==> config.mk <==
export PLATFORM = sky130hd
export DESIGN_NAME = bmp_stream_to_argb_pixels_top
export DESIGN_NICKNAME = d
export VERILOG_FILES = /design/src/rtl/bmpa_pkg.sv /design/src/rtl/bmpa_front.sv /design/src/rtl/bmpa_queue.sv /design/src/rtl/bmpa_back.sv /design/src/rtl/bmp_stream_to_argb_pixels_top.sv
export VERILOG_INCLUDE_DIRS = /design/src /design/src/rtl
export SDC_FILE = /design/constraint.sdc
export NUM_CORES = 2
export LEC_CHECK = 0
export ABC_AREA = 1
export ABC_CLOCK_PERIOD_IN_PS = 15750
export BUFFER_PORTS_ARGS = -buffer_cell sky130_fd_sc_hd__buf_4
export CAP_MARGIN = 20
export CORE_MARGIN = 2
export CORE_UTILIZATION = 55
export CTS_CLUSTER_SIZE = 25
export DETAILED_ROUTE_END_ITERATION = 10
export PLACE_DENSITY = 0.69
export SYNTH_ARGS = -nofsm -noshare
export SYNTH_HDL_FRONTEND = slang
export SYNTH_SLANG_ARGS = --single-unit
==> constraint.sdc <==
create_clock -name clk -period 15.75 [get_ports clk]
set_input_delay 3.9375 -clock clk [delete_from_list [all_inputs] [get_ports clk]]
set_output_delay 3.9375 -clock clk [all_outputs]
set_load 0.02 [all_outputs]
==> src/rtl/bmp_stream_to_argb_pixels_top_assert.svh <==
// Assertion macros for the BMP to ARGB decoder.
// Used by the top level; expects signals clk and rst in scope.
`ifndef BMP_STREAM_TO_ARGB_PIXELS_TOP_ASSERT_SVH
`define BMP_STREAM_TO_ARGB_PIXELS_TOP_ASSERT_SVH

// Check that the consequent holds in the same cycle as the antecedent
`define BMPA_ASSERT_NOW(label, ante, cons, msg) \
  label: assert property (@(posedge clk) disable iff (rst) (ante) |-> (cons)) \
    else $error(msg);

// Check that the consequent holds in the cycle after the antecedent
`define BMPA_ASSERT_NEXT(label, ante, cons, msg) \
  label: assert property (@(posedge clk) disable iff (rst) (ante) |=> (cons)) \
    else $error(msg);

`endif

==> src/rtl/bmpa_pkg.sv <==
// Shared types and constants of the BMP to ARGB decoder.
// No dependencies; imported by every module of the block.
package bmpa_pkg;

  // Default size limits
  localparam int MAX_WIDTH_DEF  = 4096;
  localparam int MAX_HEIGHT_DEF = 4096;

  // Header layout and legal values
  localparam logic [15:0] BMP_SIGNATURE     = 16'h4D42;
  localparam logic [15:0] BPP_24            = 16'd24;
  localparam logic [15:0] BPP_32            = 16'd32;
  localparam logic [7:0]  ALPHA_OPAQUE      = 8'd255;
  localparam logic [31:0] MIN_PIXEL_OFFSET  = 32'd54;
  localparam int          FILE_HEADER_BYTES = 14;

  // Position of the last byte of each header field
  localparam logic [31:0] POS_SIGNATURE   = 32'd1;
  localparam logic [31:0] POS_OFFSET      = 32'd13;
  localparam logic [31:0] POS_WIDTH       = 32'(FILE_HEADER_BYTES + 7);
  localparam logic [31:0] POS_HEIGHT      = 32'(FILE_HEADER_BYTES + 11);
  localparam logic [31:0] POS_BIT_COUNT   = 32'(FILE_HEADER_BYTES + 15);
  localparam logic [31:0] POS_COMPRESSION = 32'(FILE_HEADER_BYTES + 19);

  // Command queue depth
  localparam int QUEUE_DEPTH = 4;

  // Result status codes
  typedef enum logic [2:0] {
    STATUS_PIXEL      = 3'd0,
    STATUS_BAD_SIG    = 3'd1,
    STATUS_BAD_BPP    = 3'd2,
    STATUS_COMPRESSED = 3'd3,
    STATUS_TOO_LARGE  = 3'd4,
    STATUS_BAD_OFFSET = 3'd5
  } status_t;

  // Command kinds passed from the parser to the pixel stage
  typedef enum logic [1:0] {
    CMD_INIT  = 2'd0,
    CMD_PIXEL = 2'd1,
    CMD_ERROR = 2'd2
  } cmd_kind_t;

  typedef struct packed {
    logic [7:0] byte_value;
    logic       start_of_file;
  } bmpa_in_t;

  typedef struct packed {
    logic [2:0]  status;
    logic [23:0] pixel_index;
    logic [31:0] pixel_color;
    logic        last_pixel;
  } bmpa_out_t;

  // One queued command: image start, assembled pixel or error
  typedef struct packed {
    cmd_kind_t   kind;
    status_t     status;
    logic [23:0] data;       // row base on init, BGR color on pixel
    logic [23:0] step;       // image width on init
    logic        bottom_up;
    logic        row_end;
    logic        last;
  } bmpa_cmd_t;

  typedef struct packed {
    logic full;
    logic empty;
  } bmpa_qstat_t;

endpackage

==> src/rtl/bmpa_front.sv <==
// Byte parser: header capture and checks, offset skip, padding skip, pixel assembly.
// Depends on bmpa_pkg; pushes commands into bmpa_queue.
module bmpa_front import bmpa_pkg::*; #(
  parameter int MAX_WIDTH  = MAX_WIDTH_DEF,
  parameter int MAX_HEIGHT = MAX_HEIGHT_DEF
) (
  input  logic        clk,
  input  logic        rst,
  input  logic        byte_valid,
  output logic        byte_ready,
  input  bmpa_in_t    byte_data,
  input  bmpa_qstat_t qstat,
  output logic        push,
  output bmpa_cmd_t   push_cmd
);

  localparam int DW = $clog2(MAX_WIDTH + 1);
  localparam int HW = $clog2(MAX_HEIGHT + 1);
  localparam int PW = DW + HW;

  typedef enum logic [3:0] {
    PH_HEADER = 4'b0001,
    PH_SKIP   = 4'b0010,
    PH_PIXELS = 4'b0100,
    PH_IDLE   = 4'b1000
  } phase_t;

  phase_t         phase, phase_next, phase_eff;
  logic [31:0]    byte_position, byte_position_next, pos_eff;
  logic [31:0]    header_shift, header_shift_next, shift_eff, shift_new;
  logic [31:0]    pixel_offset, pixel_offset_next;
  logic [DW-1:0]  image_width, image_width_next;
  logic [HW-1:0]  image_height, image_height_next;
  logic           size_bad, size_bad_next, size_bad_eff;
  logic           rows_bottom_up, rows_bottom_up_next;
  logic           four_byte_pixels, four_byte_pixels_next;
  logic [1:0]     byte_in_pixel, byte_in_pixel_next, last_byte;
  logic [23:0]    partial_color, partial_color_next, color_now;
  logic [DW-1:0]  column_count, column_count_next;
  logic [HW-1:0]  row_count, row_count_next;
  logic [1:0]     pad_remaining, pad_remaining_next;
  logic [PW-1:0]  base_product;
  logic [23:0]    base_init;
  logic [31:0]    height_mag;
  logic [15:0]    bit_count;
  logic           accept, do_pixel, row_end, last;

  assign byte_ready = !qstat.full;
  assign accept     = byte_valid && byte_ready;
  assign last_byte  = four_byte_pixels ? 2'd3 : 2'd2;

  // Precompute the base index of the bottom row for bottom-up images
  assign base_product = PW'(image_height - 1'b1) * PW'(image_width);

  always_ff @(posedge clk) begin
    base_init <= 24'(base_product);
  end

  // Parse one byte
  always_comb begin
    if (byte_data.start_of_file) begin
      phase_eff    = PH_HEADER;
      pos_eff      = '0;
      shift_eff    = '0;
      size_bad_eff = 1'b0;
    end else begin
      phase_eff    = phase;
      pos_eff      = byte_position;
      shift_eff    = header_shift;
      size_bad_eff = size_bad;
    end
    shift_new  = {byte_data.byte_value, shift_eff[31:8]};
    height_mag = shift_new[31] ? (32'd0 - shift_new) : shift_new;
    bit_count  = shift_new[31:16];

    phase_next            = phase;
    byte_position_next    = byte_position;
    header_shift_next     = header_shift;
    pixel_offset_next     = pixel_offset;
    image_width_next      = image_width;
    image_height_next     = image_height;
    size_bad_next         = size_bad;
    rows_bottom_up_next   = rows_bottom_up;
    four_byte_pixels_next = four_byte_pixels;
    byte_in_pixel_next    = byte_in_pixel;
    partial_color_next    = partial_color;
    column_count_next     = column_count;
    row_count_next        = row_count;
    pad_remaining_next    = pad_remaining;
    color_now             = partial_color;
    row_end               = 1'b0;
    last                  = 1'b0;
    do_pixel              = 1'b0;
    push                  = 1'b0;
    push_cmd              = '0;

    if (accept) begin
      phase_next         = phase_eff;
      byte_position_next = pos_eff;
      header_shift_next  = shift_eff;
      size_bad_next      = size_bad_eff;

      case (phase_eff)
        PH_HEADER: begin
          header_shift_next  = shift_new;
          byte_position_next = pos_eff + 32'd1;
          case (pos_eff)
            POS_SIGNATURE: begin
              if (shift_new[31:16] != BMP_SIGNATURE) begin
                push            = 1'b1;
                push_cmd.kind   = CMD_ERROR;
                push_cmd.status = STATUS_BAD_SIG;
                phase_next      = PH_IDLE;
              end
            end
            POS_OFFSET: begin
              pixel_offset_next = shift_new;
            end
            POS_WIDTH: begin
              image_width_next = DW'(shift_new);
              if (shift_new[31] || shift_new > 32'(MAX_WIDTH)) begin
                size_bad_next = 1'b1;
              end
            end
            POS_HEIGHT: begin
              image_height_next   = HW'(height_mag);
              rows_bottom_up_next = !shift_new[31] && (shift_new != 32'd0);
              if (height_mag > 32'(MAX_HEIGHT)) begin
                size_bad_next = 1'b1;
              end
            end
            POS_BIT_COUNT: begin
              if (bit_count != BPP_24 && bit_count != BPP_32) begin
                push            = 1'b1;
                push_cmd.kind   = CMD_ERROR;
                push_cmd.status = STATUS_BAD_BPP;
                phase_next      = PH_IDLE;
              end
              four_byte_pixels_next = (bit_count == BPP_32);
            end
            POS_COMPRESSION: begin
              if (shift_new != 32'd0) begin
                push            = 1'b1;
                push_cmd.kind   = CMD_ERROR;
                push_cmd.status = STATUS_COMPRESSED;
                phase_next      = PH_IDLE;
              end else if (pixel_offset < MIN_PIXEL_OFFSET) begin
                push            = 1'b1;
                push_cmd.kind   = CMD_ERROR;
                push_cmd.status = STATUS_BAD_OFFSET;
                phase_next      = PH_IDLE;
              end else if (size_bad_eff) begin
                push            = 1'b1;
                push_cmd.kind   = CMD_ERROR;
                push_cmd.status = STATUS_TOO_LARGE;
                phase_next      = PH_IDLE;
              end else if (image_width == '0 || image_height == '0) begin
                // empty image: nothing to draw
                phase_next = PH_IDLE;
              end else begin
                push               = 1'b1;
                push_cmd.kind      = CMD_INIT;
                push_cmd.data      = rows_bottom_up ? base_init : 24'd0;
                push_cmd.step      = 24'(image_width);
                push_cmd.bottom_up = rows_bottom_up;
                column_count_next  = '0;
                row_count_next     = '0;
                byte_in_pixel_next = '0;
                pad_remaining_next = '0;
                partial_color_next = '0;
                phase_next         = PH_SKIP;
              end
            end
            default: ;
          endcase
        end
        PH_SKIP: begin
          if (pos_eff < pixel_offset) begin
            byte_position_next = pos_eff + 32'd1;
          end else begin
            phase_next = PH_PIXELS;
            do_pixel   = 1'b1;
          end
        end
        PH_PIXELS: do_pixel = 1'b1;
        default: ;
      endcase

      // Drop padding, else collect one color byte and emit on the pixel's last byte
      if (do_pixel) begin
        if (pad_remaining != 2'd0) begin
          pad_remaining_next = pad_remaining - 2'd1;
        end else begin
          case (byte_in_pixel)
            2'd0: color_now[7:0]   = byte_data.byte_value;
            2'd1: color_now[15:8]  = byte_data.byte_value;
            2'd2: color_now[23:16] = byte_data.byte_value;
            default: ;
          endcase
          if (byte_in_pixel != last_byte) begin
            byte_in_pixel_next = byte_in_pixel + 2'd1;
            partial_color_next = color_now;
          end else begin
            row_end            = (column_count == image_width - 1'b1);
            last               = row_end && (row_count == image_height - 1'b1);
            push               = 1'b1;
            push_cmd.kind      = CMD_PIXEL;
            push_cmd.data      = color_now;
            push_cmd.row_end   = row_end;
            push_cmd.last      = last;
            byte_in_pixel_next = '0;
            partial_color_next = '0;
            if (last) begin
              phase_next = PH_IDLE;
            end else if (row_end) begin
              column_count_next  = '0;
              row_count_next     = row_count + 1'b1;
              pad_remaining_next = four_byte_pixels ? 2'd0 : 2'(image_width);
            end else begin
              column_count_next = column_count + 1'b1;
            end
          end
        end
      end
    end
  end

  // Hold parser state
  always_ff @(posedge clk) begin
    if (rst) begin
      phase            <= PH_HEADER;
      byte_position    <= '0;
      header_shift     <= '0;
      pixel_offset     <= '0;
      image_width      <= '0;
      image_height     <= '0;
      size_bad         <= 1'b0;
      rows_bottom_up   <= 1'b0;
      four_byte_pixels <= 1'b0;
      byte_in_pixel    <= '0;
      partial_color    <= '0;
      column_count     <= '0;
      row_count        <= '0;
      pad_remaining    <= '0;
    end else begin
      phase            <= phase_next;
      byte_position    <= byte_position_next;
      header_shift     <= header_shift_next;
      pixel_offset     <= pixel_offset_next;
      image_width      <= image_width_next;
      image_height     <= image_height_next;
      size_bad         <= size_bad_next;
      rows_bottom_up   <= rows_bottom_up_next;
      four_byte_pixels <= four_byte_pixels_next;
      byte_in_pixel    <= byte_in_pixel_next;
      partial_color    <= partial_color_next;
      column_count     <= column_count_next;
      row_count        <= row_count_next;
      pad_remaining    <= pad_remaining_next;
    end
  end

endmodule

==> src/rtl/bmpa_queue.sv <==
// Short command queue between the byte parser and the pixel stage.
// Depends on bmpa_pkg for the command type and depth.
module bmpa_queue import bmpa_pkg::*; (
  input  logic        clk,
  input  logic        rst,
  input  logic        push,
  input  bmpa_cmd_t   push_cmd,
  input  logic        pop,
  output bmpa_cmd_t   head,
  output bmpa_qstat_t qstat
);

  localparam int PTR_W = (QUEUE_DEPTH > 1) ? $clog2(QUEUE_DEPTH) : 1;
  localparam int CNT_W = $clog2(QUEUE_DEPTH + 1);
  localparam logic [PTR_W-1:0] LAST_SLOT = PTR_W'(QUEUE_DEPTH - 1);
  localparam logic [CNT_W-1:0] FULL_COUNT = CNT_W'(QUEUE_DEPTH);

  bmpa_cmd_t        entries [QUEUE_DEPTH];
  logic [PTR_W-1:0] wr_ptr, rd_ptr;
  logic [CNT_W-1:0] count;

  assign head        = entries[rd_ptr];
  assign qstat.full  = (count == FULL_COUNT);
  assign qstat.empty = (count == '0);

  // Store pushed commands
  always_ff @(posedge clk) begin
    if (push) begin
      entries[wr_ptr] <= push_cmd;
    end
  end

  // Advance pointers and count
  always_ff @(posedge clk) begin
    if (rst) begin
      wr_ptr <= '0;
      rd_ptr <= '0;
      count  <= '0;
    end else begin
      if (push) begin
        wr_ptr <= (wr_ptr == LAST_SLOT) ? '0 : wr_ptr + 1'b1;
      end
      if (pop) begin
        rd_ptr <= (rd_ptr == LAST_SLOT) ? '0 : rd_ptr + 1'b1;
      end
      if (push && !pop) begin
        count <= count + 1'b1;
      end else if (pop && !push) begin
        count <= count - 1'b1;
      end
    end
  end

endmodule

==> src/rtl/bmpa_back.sv <==
// Pixel stage: tracks the destination index and drives the result register.
// Depends on bmpa_pkg; pops commands from bmpa_queue.
module bmpa_back import bmpa_pkg::*; (
  input  logic        clk,
  input  logic        rst,
  input  bmpa_qstat_t qstat,
  input  bmpa_cmd_t   head,
  output logic        pop,
  output logic        result_valid,
  input  logic        result_ready,
  output bmpa_out_t   result_data
);

  logic [23:0] row_base, next_index, step, new_base;
  logic        bottom_up, can_load;

  // Take a command when the result register is free, init needs no slot
  assign can_load = !result_valid || result_ready;
  assign pop      = !qstat.empty && (head.kind == CMD_INIT || can_load);
  assign new_base = bottom_up ? (row_base - step) : (row_base + step);

  always_ff @(posedge clk) begin
    if (rst) begin
      result_valid <= 1'b0;
    end else begin
      if (result_valid && result_ready) begin
        result_valid <= 1'b0;
      end
      if (pop && head.kind != CMD_INIT) begin
        result_valid <= 1'b1;
      end
    end
  end

  // Load the result and step the index
  always_ff @(posedge clk) begin
    if (pop) begin
      case (head.kind)
        CMD_INIT: begin
          row_base   <= head.data;
          next_index <= head.data;
          step       <= head.step;
          bottom_up  <= head.bottom_up;
        end
        CMD_PIXEL: begin
          result_data.status      <= STATUS_PIXEL;
          result_data.pixel_index <= next_index;
          result_data.pixel_color <= {ALPHA_OPAQUE, head.data};
          result_data.last_pixel  <= head.last;
          if (head.row_end) begin
            row_base   <= new_base;
            next_index <= new_base;
          end else begin
            next_index <= next_index + 24'd1;
          end
        end
        CMD_ERROR: begin
          result_data.status      <= head.status;
          result_data.pixel_index <= '0;
          result_data.pixel_color <= '0;
          result_data.last_pixel  <= 1'b0;
        end
        default: ;
      endcase
    end
  end

endmodule

==> src/rtl/bmp_stream_to_argb_pixels_top.sv <==
// Channel   Dir  Handshake                   Payload
// byte      in   byte_valid / byte_ready     byte_data: byte_value, start_of_file
// result    out  result_valid / result_ready result_data: status, index, color, last
//
// Takes one byte per cycle while byte_ready is high; the byte that completes a result
// pushes a command into the queue, from which it is loaded into the output register.
// Rate is set by the byte parser and the 4-entry command queue.
// Reset clears the parser to byte 0 of a header, empties the queue and the output.
// When the output stalls the queue fills, then byte_ready drops.
// Depends on bmpa_pkg, bmpa_front, bmpa_queue, bmpa_back and the assertion header.
`include "bmp_stream_to_argb_pixels_top_assert.svh"

module bmp_stream_to_argb_pixels_top import bmpa_pkg::*; #(
  parameter int MAX_WIDTH  = MAX_WIDTH_DEF,
  parameter int MAX_HEIGHT = MAX_HEIGHT_DEF
) (
  input  logic      clk,
  input  logic      rst,
  input  logic      byte_valid,
  output logic      byte_ready,
  input  bmpa_in_t  byte_data,
  output logic      result_valid,
  input  logic      result_ready,
  output bmpa_out_t result_data
);

  bmpa_qstat_t qstat;
  bmpa_cmd_t   push_cmd, head;
  logic        push, pop;
  logic        err_out, pix_out, err_clean, alpha_ok, pop_result;

  // Parse bytes into commands
  bmpa_front #(
    .MAX_WIDTH  (MAX_WIDTH),
    .MAX_HEIGHT (MAX_HEIGHT)
  ) u_front (
    .clk        (clk),
    .rst        (rst),
    .byte_valid (byte_valid),
    .byte_ready (byte_ready),
    .byte_data  (byte_data),
    .qstat      (qstat),
    .push       (push),
    .push_cmd   (push_cmd)
  );

  // Buffer commands
  bmpa_queue u_queue (
    .clk      (clk),
    .rst      (rst),
    .push     (push),
    .push_cmd (push_cmd),
    .pop      (pop),
    .head     (head),
    .qstat    (qstat)
  );

  // Turn commands into results
  bmpa_back u_back (
    .clk          (clk),
    .rst          (rst),
    .qstat        (qstat),
    .head         (head),
    .pop          (pop),
    .result_valid (result_valid),
    .result_ready (result_ready),
    .result_data  (result_data)
  );

  // Checks
  assign err_out    = result_valid && result_data.status != STATUS_PIXEL;
  assign pix_out    = result_valid && result_data.status == STATUS_PIXEL;
  assign err_clean  = result_data.pixel_index == 24'd0 && result_data.pixel_color == 32'd0 &&
                      !result_data.last_pixel;
  assign alpha_ok   = result_data.pixel_color[31:24] == ALPHA_OPAQUE;
  assign pop_result = pop && head.kind != CMD_INIT;

  `BMPA_ASSERT_NOW(a_error_fields_zero, err_out, err_clean, "error result with nonzero fields")
  `BMPA_ASSERT_NOW(a_pixel_opaque, pix_out, alpha_ok, "pixel result without opaque alpha")
  `BMPA_ASSERT_NOW(a_no_push_when_full, push, !qstat.full, "command pushed into a full queue")
  `BMPA_ASSERT_NOW(a_no_pop_when_empty, pop, !qstat.empty, "command popped from an empty queue")
  `BMPA_ASSERT_NEXT(a_pop_loads_result, pop_result, result_valid, "popped result not presented")

endmodule
* Word level (Yosys, flattened, before mapping)
Memory sizes are Yosys's and may differ from the RTL's. A register that Yosys moved wholly into a read port is not among the register bits.
Cells that the tools add are included.
W data, S select, Z words.
** Word-level totals
- Bits of input ports :: 13
- Memories kept :: 1
- Memory bits (read-only) :: 0
- Latch bits :: 0
- Memory bits (writable) :: 224
- Output and inout port bits :: 62
- Register bits after elaboration :: 340
** Memories
- u_queue.entries :: words 4, width 56, read ports 1, clocked after memory_dff 1, wr ports 1, RTL line bmpa_queue.sv:18 : bmpa_cmd_t entries [QUEUE_DEPTH];
** Cells by class
- Add/subtract/negate cells :: 16
- Shift operators :: 0
- Multipliers :: 1
- Div/mod/pow operators :: 0
- Equal/unequal tests :: 24
- Magnitude comparators :: 4
- Bitwise gates (word level) :: 0
- Muxes and demuxes :: 136
- Reduce and logical (&&, ||, !) cells :: 39
** Operators with widths (number)
- $mux W24 :: 16
- $mux W13 :: 22
- $mux W49 :: 5
- $mux W32 :: 5
- $pmux W60 S2 :: 1
- $eq A32 B5 Y1 const B :: 3
- $pmux W24 S2 :: 2
- $gt A32 B13 Y1 const B :: 2
- $mux W2 :: 32
- $pmux W32 S2 :: 1
- $mux W56 :: 1
- $mux W54 :: 1
- $mux W4 :: 12
- $add A32 B1 Y32 const B :: 1
- $eq A32 B1 Y1 const B :: 1
- $eq A32 B4 Y1 const B :: 1
- $eq A32 B6 Y1 const B :: 1
- $lt A32 B32 Y1 :: 1
- $lt A32 B6 Y1 const B :: 1
- $reduce_bool A32 Y1 :: 1
- $sub A1 B32 Y32 const A :: 1
- $add A13 B1 Y13 const B :: 2
- $eq A13 B13 Y1 :: 2
- $logic_not A13 Y1 :: 2
- 39 further kinds :: 103

* Logic depth before layout (Yosys ltp)
- Depth after elaboration :: 16
- Gate-level depth with buffers :: 30
- Gate-level depth less buffers :: 29

* Hierarchy
Synthesis repeated with hierarchy kept, for this count alone.
** Unflattened totals
- Cell total of the unflattened synthesis :: 4515
- Area, all modules :: 37169.4 um^2
** By module, submodules not included
- bmpa_front :: sequential area each 3983.8 um^2, instances 1, cells an instance 2946, area each 20121.8 um^2
- bmpa_queue :: sequential area each 6906.6 um^2, instances 1, cells an instance 601, area each 9160.0 um^2
- bmpa_back :: sequential area each 3803.6 um^2, instances 1, cells an instance 968, area each 7887.6 um^2

* Worst setup path after synthesis
OpenSTA, ideal clock, no wires.
- Path kind :: input to register
- Start :: in byte_data[0] in the netlist's numbering
- End :: mem u_queue.entries[0][0] in the netlist's numbering (enable)
- Setup slack :: 7.359 ns
- Path buffers :: 1
- Stages :: 19
- Data required time :: 15.302 ns
- Setup time :: 0.448 ns
- Data arrival time :: 7.943 ns
- Path through :: inv_4 buf_4 nand2_1 inv_1 ha_1 nand2_1 o21a_1 nor2_1 nor2_1 o21a_1 nand2_1 nand2_1 nand2_2 nand2_2 nor2_2 inv_2 nand2_4 inv_2 nor2_1
** Between the ends
- Word-level cells in the longest chain between the ends :: 12
- Elaborated cells between the ends (all ways) :: 32
- Classes of those cells :: order compare (1); eq/ne (9); mux (20); reduce/logical (2)
** Ends and longest elaborated chain
- start: declaration :: RTL line bmp_stream_to_argb_pixels_top.sv:21 : input bmpa_in_t byte_data,
- parallel branches: the longest is 8 deep, another holds $lt A32 B32 Y1
- $mux W1 * :: RTL line bmpa_front.sv:190 : if (do_pixel) begin
- $mux W1 * :: RTL line bmpa_front.sv:97 : if (accept) begin
- net push :: RTL line bmp_stream_to_argb_pixels_top.sv:29 : logic push, pop;
- $mux W1 * :: RTL line bmpa_queue.sv:28 : if (push) begin
- $mux W1 (not written as such) * :: RTL line bmpa_queue.sv:29 : entries[wr_ptr] <= push_cmd;
- end: declaration :: RTL line bmpa_queue.sv:18
Mark *: on every way through the listed nets, which the timed path passes. The select of a mux whose other input is x is not followed.

* Worst setup path in the final report
- Start :: in byte_data[0] in the netlist's numbering
- End :: reg u_front.byte_position[19]
** Between the ends
- Word-level cells in the longest chain between the ends :: 4
- Elaborated cells between the ends (all ways) :: 8
- Classes of those cells :: add/sub (1); order compare (1); eq/ne (2); mux (4)
** Ends and longest elaborated chain
- $mux W32 :: RTL line bmpa_front.sv:61 : if (byte_data.start_of_file) begin
- $add A32 B1 Y32 / $lt A32 B32 Y1 (equally long branches) :: RTL line bmpa_front.sv:106, bmpa_front.sv:179, bmpa_front.sv:178
- $mux W32 :: RTL line bmpa_front.sv:178 : if (pos_eff < pixel_offset) begin
- $pmux W32 S2 * :: RTL line bmpa_front.sv:103 : case (phase_eff)
- end signal: assignment :: RTL line bmpa_front.sv:247 : byte_position <= byte_position_next;
- end: declaration :: RTL line bmpa_front.sv:29 : logic [31:0] byte_position, byte_position_next, pos_eff;
Every way passes the cells marked *; elsewhere a longest branch is shown, timed or not.
A chain may end at the register's enable or synchronous reset.

==> flow_metrics.tcl <==
set metrics [dict create \
    holdPathStages 2 \
    rsz0062_at_grt "false" \
    syn-instance-count 4168 \
    tritoncts "yes" \
    swShare 0.400 \
    comb_power_share 0.407 \
    wirelength_um 92000 \
    r2r-end "u_front.base_init[23]" \
    antennaDiodeCount 0 \
    synth_cell_type_count 62 \
    hold_path.class "reg2reg" \
    startpoint_type "primary input" \
    cts_buffers 54 \
    worstHoldStart "u_front.phase[2]" \
    reg2reg_from "u_front.image_height[0]" \
    die_area_um2 63200 \
    setup_viol 0 \
    cp_slowest_cell "clkinv_1" \
    drc 0 \
    power_frac_clock 0.250 \
    grt_max_degree 96 \
    initial_utilization 0.557 \
    peakVddDrop_mv 0.125 \
    finClkSkew_ns 0.0224 \
    drive_above_1_share 0.0779 \
    rows 90 \
    crit_fanout 46 \
    ys_ff_latch 504 \
    grt_pass1_vias 26600 \
    drt_iter0_markers 2245 \
    dr.pass1.iters 7 \
    power_frac_seq 0.344 \
    gr-total-overflow 0 \
    grt_usage 0.291 \
    crit_top_cell "nand2_1" \
    grt_pass1_wl_um 146000 \
    fill_cells 5357 \
    worstPathRequired_ns 16.30 \
    critPathKind "in2reg" \
    dp_hpwl_um 67200 \
    fin_crit_sh 0.487 \
    finalHoldViolations 0 \
    cts_resized 0 \
    numPortBuffers 74 \
    vias_per_cell 5.64 \
    ys.flop_type "edfxtp_1" \
    die_h_um 251 \
    clock_path_buffers 3 \
    clk_pin_slew_ns 0.06 \
    fin_tns_setup_ns 0 \
    core-area_um2 60400 \
    syn2layout_area_growth_pct 8.77 \
    reg2regPathDepth 25 \
    synth-edff-count 295 \
    internal_power_w 0.00329 \
    cp_slowest_stage_delay_ns 0.64 \
    p_per_area_nw_per_um2 150 \
    finalCoreUtilization 0.606 \
    status "finished clean" \
    finalNetCount 4439 \
    ant_nets 0 \
    yosysWarnings 0 \
    cts_max_level 2 \
    cp-end-kind "flop" \
    switchingPower_w 0.00219 \
    antenna_found_initial 0 \
    power.total_w 0.00548 \
    postCtsHoldBufs 0 \
    critPathArrivalTime_ns 8.22 \
    cap_violations 0 \
    syn_nets 4458 \
    drv_slew 0 \
    cts-root-buf "clkbuf_16" \
    yosysSeqAreaShare 0.388 \
    tightest_slew_ns 1.08 \
    slew_headroom 0.281 \
    clkSinkCount 504 \
    final_common_cell "nand2_1" \
    avgSynthCellArea_um2 8.07 \
    reg2reg_setup_slack_ns 9.04 \
    ios 75 \
    post_cts_buffers 0 \
    wire_per_inst_um 18.5 \
    syn_area_um2 33600 \
    vias 28100 \
    holdPathEnd "u_front.phase[2]" \
    min_period_ns 7.66 \
    p_leak_nw 16.4 \
    clk_latency_ns 0.63 \
    die_w_um 251 \
    max_freq_ghz 0.130 \
    place.gp.congestion 0.980 \
    cp_cell_sequence "buf_4 > inv_4 > nand2_1 > inv_1 > ha_1 > a21oi_1 > nand2_1 > nand2_1 > nand2_1 > nand2_1 > nand2_1 > nand2_1 > nand2_1 > inv_1 > nand2_1 > nand2_1 > clkinv_1 > o21ai_0 > a21oi_1 > nor2_1" \
    synthArstFlopShare 0 \
    final_cell_mix "796 x nand2_1, 594 x inv_1, 455 x nor2_1" \
]
[registers in the layout, indices dropped and copies added (netlist names), 24 cells and up, named ones only]
register	flops
u_back.next_index	24
u_back.result_data	53
u_back.row_base	24
u_front.base_init	24
u_front.byte_position	32
u_front.header_shift	24
u_front.partial_color	24
u_front.pixel_offset	32
u_queue.entries	180
[power by group through the flow]
stage	sequential [W]	combinational [W]	clock, W
6_report	0.00188	0.00223	0.00137
5_1_grt	0.00191	0.00248	0.00143
4_1_cts	0.00188	0.00223	0.00138
3_5_place_dp	0.00191	0.00221	0
3_3_place_gp	0.00191	0.00219	0
2_1_floorplan	0.00198	0.00148	0
[layer usage]
| layer | GRT usage | up-vias | part of all wire |
|---|---|---|---|
| met5 | 0 | - | 0 |
| met4 | 0.0915 | 0 | 0.030 |
| met3 | 0.0361 | 165 | 0.063 |
| met2 | 0.493 | 982 | 0.48 |
| met1 | 0.389 | 13300 | 0.43 |
| li1 | - | 13600 | - |
[final cells by class]
class	instances	area (um2)	share of cell area
Multi-Input combinational cell	2864	17500	0.479
Clock inverter	43	551	0.0150
Tap cell	782	978	0.0267
Inverter	622	2340	0.0640
Sequential cell	504	13000	0.357
Clock buffer	59	1380	0.0377
Timing Repair Buffer	103	781	0.0213
[cells by family after synthesis]
family	synth area share
simple gates	0.223
buf+inv	0.0931
compound gates	0.122
flops	0.388
fa+ha+maj	0.138
xor+xnor	0.0354
[through the flow]
stage	instances	setup WS, ns	hold WS, ns	cell area [um2]
6_report	4977	8.09	0.480	36600
2_1_floorplan	4168	7.36	0.445	33600
4_1_cts	4977	8.23	0.478	36600
3_3_place_gp	4873	7.70	0.470	34600
5_1_grt	4977	7.78	0.508	36600
3_5_place_dp	4875	7.61	0.468	34700
[critical path: cells and delay by family]
| kind | cells | cell delay (ns) |
|---|---|---|
| AO/OA/AOI/OAI | 3 | 0.59 |
| adder cells (fa/ha/maj) | 1 | 0.25 |
| buffers and inverters | 5 | 1.62 |
| AND/OR/NAND/NOR | 11 | 1.76 |
[Yosys cell counts, drive strengths merged, types with 2 or more instances]
cell	instances	area [um2]
o221ai	9	78.8
o21ai	262	1310
a32o	27	270
o21bai	6	56.3
xnor2	23	201
a31oi	36	225
o211ai	31	233
a41oi	7	61.3
o31ai	9	67.6
nor3	74	408
o22ai	15	93.8
fa	157	3140
inv	616	2310
nand2	825	3170
xor2	113	990
dfxtp	209	4180
buf	63	364
nand4	58	363
nor4	20	125
a21oi	251	1260
or3	2	12.5
or2	35	219
clkbuf	115	432
a221oi	3	26.3
clkinv	6	22.5
nand3	233	1200
edfxtp	295	8860
a22o	21	184
a32oi	2	17.5
nand3b	4	30.0
a21o	5	37.5
o21a	3	22.5
a211oi	18	140
nor2	486	1950
ha	120	1500
[worst max-delay path by stage]
stage	endpoint	from	slack (ns)	depth (start not counted)
3_3_place_gp	u_queue.entries[0][14]	byte_data[0]	7.70	24
2_1_floorplan	u_queue.entries[0][0]	byte_data[0]	7.36	19
4_1_cts	u_front.byte_position[19]	byte_data[0]	8.23	17
6_report	u_front.byte_position[19]	byte_data[0]	8.09	20
5_1_grt	u_front.byte_position[13]	byte_data[0]	7.78	22
3_5_place_dp	u_front.byte_position[19]	byte_data[0]	7.61	17
Note: power is estimated with default switching activity, not from simulation.
